File: config.mk
export PLATFORM = sky130hd
export DESIGN_NAME = zoned_vent_alarm_controller_top
export DESIGN_NICKNAME = d
export VERILOG_FILES = /design/src/rtl/core/zvac_pkg.sv /design/src/rtl/core/zvac_cfg.sv /design/src/rtl/core/zvac_zone_core.sv /design/src/rtl/core/zoned_vent_alarm_controller_top.sv
export SDC_FILE = /design/constraint.sdc
export NUM_CORES = 1
export LEC_CHECK = 0
export ABC_AREA = 1
export BUFFER_PORTS_ARGS = -buffer_cell sky130_fd_sc_hd__buf_2
export CAP_MARGIN = 20
export CORE_MARGIN = 3
export CORE_UTILIZATION = 45
export DETAILED_ROUTE_END_ITERATION = 10
export PLACE_DENSITY_LB_ADDON = 0.12
export SETUP_SLACK_MARGIN = 0.1
export SYNTH_ARGS = -nofsm -noshare
export SYNTH_HDL_FRONTEND = slang
export SYNTH_SLANG_ARGS = --single-unit
File: constraint.sdc
create_clock -name i_clk -period 16.1 [get_ports i_clk]
set_input_delay 3.22 -clock i_clk [delete_from_list [all_inputs] [get_ports i_clk]]
set_output_delay 3.22 -clock i_clk [all_outputs]
set_load 0.05 [all_outputs]
File: src/rtl/core/zvac_pkg.sv
package zvac_pkg;

    localparam int ZONE_W    = 2;
    localparam int ZCMP_W    = 5;
    localparam int TEMP_W    = 15;
    localparam int THYS_W    = 13;
    localparam int CO2_W     = 16;
    localparam int TIME_W    = 32;
    localparam int CFG_IDX_W = 8;
    localparam int CFG_DAT_W = 32;

    localparam int S_TDATA_W = 80;
    localparam int S_TUSER_W = 3;
    localparam int M_TDATA_W = 40;
    localparam int M_TUSER_W = 3;

    typedef enum logic [CFG_IDX_W-1:0] {
        REG_TEMP_LIMIT  = 8'd0,
        REG_TEMP_HYST   = 8'd1,
        REG_CO2_LIMIT   = 8'd2,
        REG_CO2_HYST    = 8'd3,
        REG_WALL_FROZEN = 8'd4,
        REG_COOLDOWN    = 8'd5
    } t_cfg_reg;

    localparam logic [TEMP_W-1:0] TEMP_LIMIT_RST  = 15'd800;
    localparam logic [THYS_W-1:0] TEMP_HYST_RST   = 13'd100;
    localparam logic [CO2_W-1:0]  CO2_LIMIT_RST   = 16'd1000;
    localparam logic [CO2_W-1:0]  CO2_HYST_RST    = 16'd100;
    localparam logic [TEMP_W-1:0] WALL_FROZEN_RST = 15'h7F38;
    localparam logic [TIME_W-1:0] COOLDOWN_RST    = 32'd600000;

    localparam logic KIND_ROT  = 1'b0;
    localparam logic KIND_WARM = 1'b1;

    typedef struct packed {
        logic [TEMP_W-1:0] temp_limit;
        logic [THYS_W-1:0] temp_hyst;
        logic [CO2_W-1:0]  co2_limit;
        logic [CO2_W-1:0]  co2_hyst;
        logic [TEMP_W-1:0] wall_frozen;
        logic [TIME_W-1:0] cooldown;
    } t_cfg;

    typedef struct packed {
        logic [ZONE_W-1:0] zone;
        logic              reading_valid;
        logic [TEMP_W-1:0] temperature;
        logic [CO2_W-1:0]  co2_level;
        logic [TIME_W-1:0] now_ms;
        logic              day_mode;
        logic [TEMP_W-1:0] wall_temperature;
        logic              alert_room;
    } t_item;

    typedef struct packed {
        logic [ZONE_W-1:0] zone_out;
        logic              damper_open;
        logic              damper_changed;
        logic              compressor_on;
        logic              compressor_changed;
        logic              alert_raise;
        logic              alert_kind;
        logic [TEMP_W-1:0] alert_temperature;
        logic [CO2_W-1:0]  alert_co2;
    } t_result;

endpackage

File: src/rtl/core/zvac_cfg.sv
module zvac_cfg
    import zvac_pkg::*;
(
    input  logic                 i_clk,
    input  logic                 i_rst_n,
    input  logic                 i_cfg_valid,
    output logic                 o_cfg_ready,
    input  logic [CFG_IDX_W-1:0] i_cfg_addr,
    input  logic [CFG_DAT_W-1:0] i_cfg_data,
    output t_cfg                 o_cfg
);

    t_cfg r_cfg;

    assign o_cfg_ready = 1'b1;
    assign o_cfg       = r_cfg;

    always_ff @(posedge i_clk) begin
        if (!i_rst_n) begin
            r_cfg.temp_limit  <= TEMP_LIMIT_RST;
            r_cfg.temp_hyst   <= TEMP_HYST_RST;
            r_cfg.co2_limit   <= CO2_LIMIT_RST;
            r_cfg.co2_hyst    <= CO2_HYST_RST;
            r_cfg.wall_frozen <= WALL_FROZEN_RST;
            r_cfg.cooldown    <= COOLDOWN_RST;
        end else if (i_cfg_valid) begin
            case (t_cfg_reg'(i_cfg_addr))
                REG_TEMP_LIMIT:  r_cfg.temp_limit  <= i_cfg_data[TEMP_W-1:0];
                REG_TEMP_HYST:   r_cfg.temp_hyst   <= i_cfg_data[THYS_W-1:0];
                REG_CO2_LIMIT:   r_cfg.co2_limit   <= i_cfg_data[CO2_W-1:0];
                REG_CO2_HYST:    r_cfg.co2_hyst    <= i_cfg_data[CO2_W-1:0];
                REG_WALL_FROZEN: r_cfg.wall_frozen <= i_cfg_data[TEMP_W-1:0];
                REG_COOLDOWN:    r_cfg.cooldown    <= i_cfg_data[TIME_W-1:0];
                default: ;
            endcase
        end
    end

endmodule

File: src/rtl/core/zvac_zone_core.sv
module zvac_zone_core
    import zvac_pkg::*;
#(
    parameter int ZONES = 4
) (
    input  logic    i_clk,
    input  logic    i_rst_n,
    input  logic    i_fire,
    input  t_item   i_item,
    input  t_cfg    i_cfg,
    output t_result o_result
);

    // damper command mirrors the alarm latch, so one bit per zone serves both
    logic [ZONES-1:0]  r_latch;
    logic [ZONES-1:0]  r_sent;
    logic [TIME_W-1:0] r_last [ZONES];
    logic              r_comp;

    logic [ZONES-1:0]  hit;
    logic              zone_ok;
    logic              sel_latch;
    logic              sel_sent;
    logic [TIME_W-1:0] sel_last;
    logic              rot;
    logic              warm;
    logic              clr_rot;
    logic              clr_warm;
    logic              upd;
    logic              latch_new;
    logic              due;
    logic              raise;
    logic              want;
    logic [TIME_W-1:0] elapsed;

    assign zone_ok = {3'b000, i_item.zone} < ZCMP_W'(ZONES);

    always_comb begin
        hit       = '0;
        sel_latch = 1'b0;
        sel_sent  = 1'b0;
        sel_last  = '0;
        for (int i = 0; i < ZONES; i++) begin
            hit[i] = {3'b000, i_item.zone} == ZCMP_W'(i);
            if (hit[i]) begin
                sel_latch = r_latch[i];
                sel_sent  = r_sent[i];
                sel_last  = r_last[i];
            end
        end
    end

    assign rot  = i_item.co2_level > i_cfg.co2_limit;
    assign warm = $signed(i_item.temperature) > $signed(i_cfg.temp_limit);

    assign clr_rot = $signed({2'b00, i_item.co2_level}) <
                     ($signed({2'b00, i_cfg.co2_limit}) - $signed({2'b00, i_cfg.co2_hyst}));
    assign clr_warm = $signed({{2{i_item.temperature[TEMP_W-1]}}, i_item.temperature}) <
                      ($signed({{2{i_cfg.temp_limit[TEMP_W-1]}}, i_cfg.temp_limit}) -
                       $signed({4'b0000, i_cfg.temp_hyst}));

    assign upd       = i_item.reading_valid && zone_ok;
    assign latch_new = (sel_latch || rot || warm) && !(clr_rot && clr_warm);
    assign elapsed   = i_item.now_ms - sel_last;
    assign due       = !sel_sent || (elapsed > i_cfg.cooldown);
    assign raise     = upd && latch_new && due && i_item.alert_room;
    assign want      = i_item.day_mode &&
                       ($signed(i_item.wall_temperature) > $signed(i_cfg.wall_frozen));

    always_comb begin
        o_result.zone_out           = i_item.zone;
        o_result.damper_open        = zone_ok ? (upd ? latch_new : sel_latch) : 1'b0;
        o_result.damper_changed     = upd && (latch_new != sel_latch);
        o_result.compressor_on      = want;
        o_result.compressor_changed = want != r_comp;
        o_result.alert_raise        = raise;
        o_result.alert_kind         = raise ? (rot ? KIND_ROT : KIND_WARM) : KIND_ROT;
        o_result.alert_temperature  = raise ? i_item.temperature : '0;
        o_result.alert_co2          = raise ? i_item.co2_level : '0;
    end

    always_ff @(posedge i_clk) begin
        if (!i_rst_n) begin
            r_latch <= '0;
            r_sent  <= '0;
            r_comp  <= 1'b0;
        end else if (i_fire) begin
            r_comp <= want;
            for (int i = 0; i < ZONES; i++) begin
                if (upd && hit[i]) begin
                    r_latch[i] <= latch_new;
                    if (!latch_new) begin
                        r_sent[i] <= 1'b0;
                    end else if (raise) begin
                        r_sent[i] <= 1'b1;
                    end
                end
            end
        end
    end

    // timestamp only matters once the sent flag is set, so no reset
    always_ff @(posedge i_clk) begin
        if (i_fire && raise) begin
            for (int i = 0; i < ZONES; i++) begin
                if (hit[i]) begin
                    r_last[i] <= i_item.now_ms;
                end
            end
        end
    end

endmodule

File: src/rtl/core/zoned_vent_alarm_controller_top.sv
// Zoned vent alarm controller. One zone reading per beat, accepted in every cycle
// without gaps while the sink takes results; each reading gives exactly one
// result beat on the master side, passing the input register, then one
// compare-and-update stage that writes the per-zone latch, cooldown state and
// the result register. The per-zone state is updated in that single stage, so
// consecutive readings of the same zone need no spacing. A result that the sink
// does not take holds in the output register and the input register keeps one
// more beat before the slave side deasserts ready. Latch, sent and compressor
// state are cleared by reset, timestamps are not; no clearing pass. Configuration
// writes are taken in any cycle but are meant for when the block is idle.
module zoned_vent_alarm_controller_top
    import zvac_pkg::*;
#(
    parameter int ZONES = 4
) (
    input  logic                 i_clk,
    input  logic                 i_rst_n,
    input  logic                 i_cfg_valid,
    output logic                 o_cfg_ready,
    input  logic [CFG_IDX_W-1:0] i_cfg_addr,
    input  logic [CFG_DAT_W-1:0] i_cfg_data,
    input  logic                 i_s_axis_tvalid,
    output logic                 o_s_axis_tready,
    // temperature, co2_level, now_ms, day_mode, wall_temperature, alert_room
    input  logic [S_TDATA_W-1:0] i_s_axis_tdata,
    // zone, reading_valid
    input  logic [S_TUSER_W-1:0] i_s_axis_tuser,
    output logic                 o_m_axis_tvalid,
    input  logic                 i_m_axis_tready,
    // damper_open, damper_changed, compressor_on, compressor_changed,
    // alert_raise, alert_temperature, alert_co2, zero pad
    output logic [M_TDATA_W-1:0] o_m_axis_tdata,
    // zone_out, alert_kind
    output logic [M_TUSER_W-1:0] o_m_axis_tuser
);

    t_cfg    cfg;
    t_item   s_item;
    t_item   r_in;
    logic    r_in_valid;
    t_result res;
    t_result r_out;
    logic    r_out_valid;
    logic    advance;
    logic    fire;

    assign s_item.temperature      = i_s_axis_tdata[14:0];
    assign s_item.co2_level        = i_s_axis_tdata[30:15];
    assign s_item.now_ms           = i_s_axis_tdata[62:31];
    assign s_item.day_mode         = i_s_axis_tdata[63];
    assign s_item.wall_temperature = i_s_axis_tdata[78:64];
    assign s_item.alert_room       = i_s_axis_tdata[79];
    assign s_item.zone             = i_s_axis_tuser[1:0];
    assign s_item.reading_valid    = i_s_axis_tuser[2];

    assign advance         = !r_out_valid || i_m_axis_tready;
    assign fire            = advance && r_in_valid;
    assign o_s_axis_tready = !r_in_valid || advance;

    zvac_cfg u_cfg (
        .i_clk       (i_clk),
        .i_rst_n     (i_rst_n),
        .i_cfg_valid (i_cfg_valid),
        .o_cfg_ready (o_cfg_ready),
        .i_cfg_addr  (i_cfg_addr),
        .i_cfg_data  (i_cfg_data),
        .o_cfg       (cfg)
    );

    zvac_zone_core #(
        .ZONES (ZONES)
    ) u_core (
        .i_clk    (i_clk),
        .i_rst_n  (i_rst_n),
        .i_fire   (fire),
        .i_item   (r_in),
        .i_cfg    (cfg),
        .o_result (res)
    );

    always_ff @(posedge i_clk) begin
        if (!i_rst_n) begin
            r_in_valid  <= 1'b0;
            r_out_valid <= 1'b0;
        end else begin
            if (o_s_axis_tready) begin
                r_in_valid <= i_s_axis_tvalid;
            end
            if (advance) begin
                r_out_valid <= r_in_valid;
            end
        end
    end

    always_ff @(posedge i_clk) begin
        if (o_s_axis_tready && i_s_axis_tvalid) begin
            r_in <= s_item;
        end
        if (fire) begin
            r_out <= res;
        end
    end

    assign o_m_axis_tvalid = r_out_valid;
    assign o_m_axis_tdata  = {4'b0000, r_out.alert_co2, r_out.alert_temperature,
                              r_out.alert_raise, r_out.compressor_changed,
                              r_out.compressor_on, r_out.damper_changed,
                              r_out.damper_open};
    assign o_m_axis_tuser  = {r_out.alert_kind, r_out.zone_out};

`ifndef SYNTHESIS
    // a held input beat means the output side is stalled
    a_in_hold_only_on_stall: assert property (@(posedge i_clk) disable iff (!i_rst_n)
        (r_in_valid && !o_s_axis_tready) |-> (r_out_valid && !i_m_axis_tready))
        else $error("input register held without output stall");

    // a processed beat always lands in the output register
    a_fire_fills_out: assert property (@(posedge i_clk) disable iff (!i_rst_n)
        fire |=> r_out_valid)
        else $error("processed beat lost");

    // alert payload stays zero unless an alert is raised
    a_alert_fields_zero: assert property (@(posedge i_clk) disable iff (!i_rst_n)
        (o_m_axis_tvalid && !o_m_axis_tdata[4]) |->
        (o_m_axis_tdata[35:5] == 31'd0 && o_m_axis_tuser[2] == KIND_ROT))
        else $error("alert fields set without alert");
`endif

endmodule
; ---- After elaboration in Yosys (flattened, before gate mapping)
; Memories as Yosys holds them, arrays and structs flattened.
; Cells that the tools add are included.
[op_classes]
n_div = 0
mux = 37
n_shift = 0
n_mul = 0
n_addsub = 3
n_eq_ne = 11
reduce_logical = 42
n_bitwise = 0
magnitude_cmp = 6
[op_table]
columns = op, count
row1 = $mux W32, 7
row2 = $reduce_or A32 Y1, 3
row3 = $gt A32 B32 Y1, 1
row4 = $sub A32 B32 Y32, 1
row5 = $gt A15 B15 Y1, 2
row6 = $mux W1, 27
row7 = $reduce_and A2 Y1, 10
row8 = $lt A17 B18 Y1, 1
row9 = $sub A16 B16 Y17, 1
row10 = $eq A8 B2 Y1 const B, 2
row11 = $eq A8 B3 Y1 const B, 2
row12 = $gt A16 B16 Y1, 1
row13 = $lt A15 B16 Y1, 1
row14 = $sub A15 B14 Y16, 1
row15 = $logic_and A1 B1 Y1, 14
row16 = $reduce_and A3 Y1, 4
row17 = $eq A8 B1 Y1 const B, 1
row18 = $logic_not A8 Y1, 1
row19 = $mux W2, 3
row20 = $logic_or A1 B1 Y1, 5
row21 = $eq A2 B2 Y1 const B, 2
row22 = $logic_not A1 Y1, 4
row23 = $eq A2 B1 Y1 const B, 1
row24 = $logic_not A2 Y1, 1
row25 = 2 further kinds, 3
[word_totals]
rom_bits = 0
ramBits = 128
n_memories = 1
reg_bits = 240
latchBits = 0
out_inout_bits = 46
elab_cells = 134
[mem_list]
columns = name, depth, word_bits, rd, rd_ports_with_merged_regs, write_ports, line
row1 = u_core.r_last, 4, 32, 4, 0, 1, zvac_zone_core.sv:17  ; logic [TIME_W-1:0] r_last [ZONES];

; ---- Depth between registers and ports, before layout
[logic_depth]
word_depth = 18
ltp_mapped = 31

; ---- Cells and area by module
; Synthesis repeated with hierarchy kept, for this count alone.
[unflattened]
cells_unflattened = 2049
hier_area_um2 = 19301.0
[by_module_without_submodules]
columns = mod, n_inst, area_per_inst_um2, seq_area_each_um2, cells_each
row1 = zvac_zone_core, 1, 11148.2, 4023.9, 1304
row2 = zvac_cfg, 1, 4360.4, 2142.1, 605
row3 = zoned_vent_alarm_controller_top, 1, 3792.4, 3703.6, 140

; ---- Least setup slack after synthesis
; Ideal clock, no wire load.
[synth_timing]
kind = input to output
start = in i_m_axis_tready
end = out o_s_axis_tready
t_arrival_ns = 3.680
setup_slack_ns = 9.200
path_stages = 2
path_cell_list = inv_1 -> nand3_1
[synth_via]
elab_chain_cells = 2
[synth_rtl]
columns = element, line
row1 = from (decl), zoned_vent_alarm_controller_top.sv:29  ; input logic i_m_axis_tready,
row2 = $logic_or A1 B1 Y1, zoned_vent_alarm_controller_top.sv:56  ; assign advance = !r_out_valid || i_m_axis_tready;
row3 = $logic_or A1 B1 Y1, zoned_vent_alarm_controller_top.sv:58  ; assign o_s_axis_tready = !r_in_valid || advance;
row4 = to (decl), zoned_vent_alarm_controller_top.sv:23  ; output logic o_s_axis_tready,
; No other way between the ends.

; ---- Worst setup path after layout
; Ends and elaborated chain as after synthesis.

==> key figures <==
Cells and area
  • Sequential standard cell area: 9870 µm²
  • # diodes: 0
  • Syn-to-layout area delta: 14.5%
  • Layout cell share with drive strength beyond 1: about 13%
  • Fillers: 3,643
  • Nets: ~2.3k
  • Non-Filler Cell Area, Final: roughly 21,000 µm²
  • Area occupied by multi-input gates: 7420 µm²

Synthesis
  • Post-synth top flop: edfxtp_1
  • Commonest cells in the netlist: nand2_1, edfxtp_1, inv_1
  • Cells after Synth: between 1.5k and 2k
  • Cell with the most instances after synthesis: nand2_1
  • Post-synth EDFFs: between 200 and 300
  • Mean post-synth cell area: between 9 and 10 µm²
  • Synth unique cells: 47
  • Seq/Total Area, Yosys: ~53%
  • Cell taking the most area after synthesis: edfxtp_1
  • Yosys top cell area share: approximately two fifths
  • Post-Syn Area: 18,500 µm²
  • Ys Warns: 0
  • Flop and latch count out of synthesis: between 300 and 400
  • Largest cells by area after synthesis: edfxtp_1, dfxtp_1, ha_1
  • Ys async rst share: 0%

CTS
  • Worst-skew pair later-pin latency: 0.55 ns
  • Num CTS Buffers: 41
  • Post-CTS Repair Setup Buffers: 0
  • CTS resizes: 0
  • Clk buf depth: 3
  • Clk sinks: between 300 and 400
  • CTS tree: done
  • Htree depth: 2
  • Clock Root Buffer: clkbuf_16
  • Hold buffers post-CTS: 0
  • Reg clk slew, reported paths: approximately 0.060 ns

Pwr
  • Worst vdd ir: between 0.07 and 0.08 mV
  • Pwr/cell area: between 100 and 150 nW/µm²
  • Static leakage: between 9 and 10 nW

GRT
  • Grt met3 use: roughly 2.8%
  • GRT met2 Usage: between 30% and 40%
  • Met1 Track Usage GR: between 20% and 30%
  • GR peak layer: met2
  • Grt ovf: 0
  • Initial antenna violation count: 1
  • First-pass GRT wire length: about 70 mm
  • GRT Resource Usage Total: roughly a fifth
  • Vias in the first global route: 13.0k
  • Largest net degree at the start of global routing: between 90 and 100

Setup path
  • CP bufs+invs: 3
  • Critical Path AT: 3.72 ns
  • Crit start category: input pin
  • Crit-path cells: buf_2 > inv_1 > nand3_1 > buf_2
  • CP Capture Type: primary output
  • Critical path fanouts, max: 3
  • Crit path largest cell delay: between 0.2 and 0.25 ns
  • Req. time, crit path: 12.88 ns
  • Most used cell, CP: buf_2
  • Crit path kind: in -> out
  • Critical path's slowest cell: buf_2
  • Family with the most delay on the worst path: buffers and inverters

Detailed routing
  • DRT Wirelength: approximately 45 mm
  • Post-route ant nets: 0
  • Vias per std cell: between 5 and 6
  • Iteration-0 DRC Markers: slightly below 900
  • Vias: roughly 14k
  • Mean routed wirelength per cell: about 17 µm
  • # DRC: 0
  • DRT Pass-1 Iters: 5

Die
  • Die area: around 44,000 µm²
  • Initial Utilization: between 40% and 50%
  • Number of I/O pins: around 170
  • CORE AREA: about 40,000 µm²
  • Die X: 209 µm
  • FP Rows: 73
  • Die height: ~210 µm

STA
  • Rel. slew slack: between 30% and 40%
  • RSZ-0062 raised after global routing: false
  • Final Worst Setup Slack: between 9 and 10 ns
  • Final period util: 43.1%
  • Tmin final: slightly below 7 ns
  • Final setup viols: 0
  • Clock Skew: between 0.015 and 0.02 ns
  • Final hold slack: ~0.46 ns
  • Worst Max-Slew Pin Slew: 0.979 ns
  • Fmax: ~140 MHz
  • Setup_tns: 0 ns
  • Final Max Slew Viols: 0
  • Final hold vios: 0

Placed design
  • IO Port Bufs: ~170
  • Hpwl dp: 32.8 mm
  • Area after DPL: 19,900 µm²
  • Final GP Congestion: approximately 0.91
  • Setup WS pre-CTS: 9.17 ns

Run
  • Max-cap viol count: 0

Hold path
  • HP Class: reg -> reg

Status
  • Status: complete, no violations
[area by class of cell]
cell class | instances | area share, %
clock buffer | 51 | 5.32
clock inverter | 25 | 0.827
inverter | 271 | 4.81
multi-input combinational | 1182 | 35.0
sequential | 368 | 46.6
tap | 525 | 3.10
timing repair buffer | 178 | 4.32
[where the power goes]
group | switching (mW) | leakage, nW | internal, mW
sequential | 0.0151 | 3.29 | 1.03
clock | 0.372 | 0.645 | 0.529
combinational | 0.178 | 5.27 | 0.0935
total | 0.565 | 9.20 | 1.66
[per-stage QoR]
stage | power, mW | std cells | util [%]
global placement | 1.33 | 2524 | 49.5
floorplan | 1.25 | 1873 | -
CTS | 2.25 | 2600 | 52.7
finish | 2.22 | 2600 | 52.7
global route | 2.32 | 2600 | 52.7
detailed placement | 1.34 | 2524 | 49.5
[layout by cell type, fill, tap and decap left out, drive strengths merged]
| cell type | count |
|---|---|
| nand2 | 275 |
| inv | 266 |
| edfxtp | 250 |
| a21oi | 206 |
| buf | 178 |
| ha | 168 |
| o21ai | 135 |
| dfxtp | 118 |
| nor2 | 108 |
| clkbuf | 51 |
| nand3 | 43 |
| xor2 | 42 |
| o211ai | 35 |
| clkinv | 27 |
| nor3 | 23 |
| a22o | 22 |
| nand4 | 18 |
| a221oi | 16 |
| xnor2 | 15 |
| a21boi | 13 |
| o21bai | 11 |
| a21o | 10 |
| a31oi | 6 |
| conb | 5 |
| o22ai | 4 |
| o21a | 4 |
| a211oi | 4 |
| nor4 | 4 |
| o31ai | 3 |
| o2111ai | 3 |
| fa | 3 |
| bufinv | 2 |
| and3b | 1 |
| o2bb2ai | 1 |
| and2 | 1 |
| o221ai | 1 |
| and3 | 1 |
| nand3b | 1 |
| clkinvlp | 1 |
[logic make-up after synthesis]
family / Yosys count / synth area share [%]
compound gates: 474 / 14.9
xor+xnor: 57 / 2.70
fa+ha+maj: 171 / 11.7
buf+inv: 323 / 6.74
flops: 368 / 53.3
other cells: 2 / 0.0406
simple gates: 475 / 10.6
[routing by layer]
metal	up-vias	share of wire (%)
li1	6833	-
met2	346	44
met4	0	2.0
met1	6430	49
met3	59	5.1
met5	-	0
[path summary, 6_finish.rpt]
kind	from	slack, ns	cells after the start	end
worst min-delay path	u_cfg.o_cfg[26]	0.46	2	u_cfg.o_cfg[26]
worst min register to register	u_cfg.o_cfg[26]	0.46	2	u_cfg.o_cfg[26]
worst max register to register	r_in[81]	9.95	28	o_m_axis_tuser[2]
worst max-delay path	i_m_axis_tready	9.16	4	o_s_axis_tready
[registers in the layout, summed over array words and instances (netlist names)]
name / cells
o_m_axis_tvalid: 1
o_m_axis_tuser: 3
u_core.r_last: 128
u_core.r_sent: 4
u_cfg.o_cfg: 107
o_m_axis_tdata: 36
r_in_valid: 1
r_in: 83
u_core.r_comp: 1
u_core.r_latch: 4
[tightest hold or removal path, delay by kind of cell (launching register included)]
kind,cells,cell delay (ns)
compound gates,1,0.05
flops,1,0.30
buf+inv,1,0.06
Note: power is estimated with default switching activity, not from simulation.
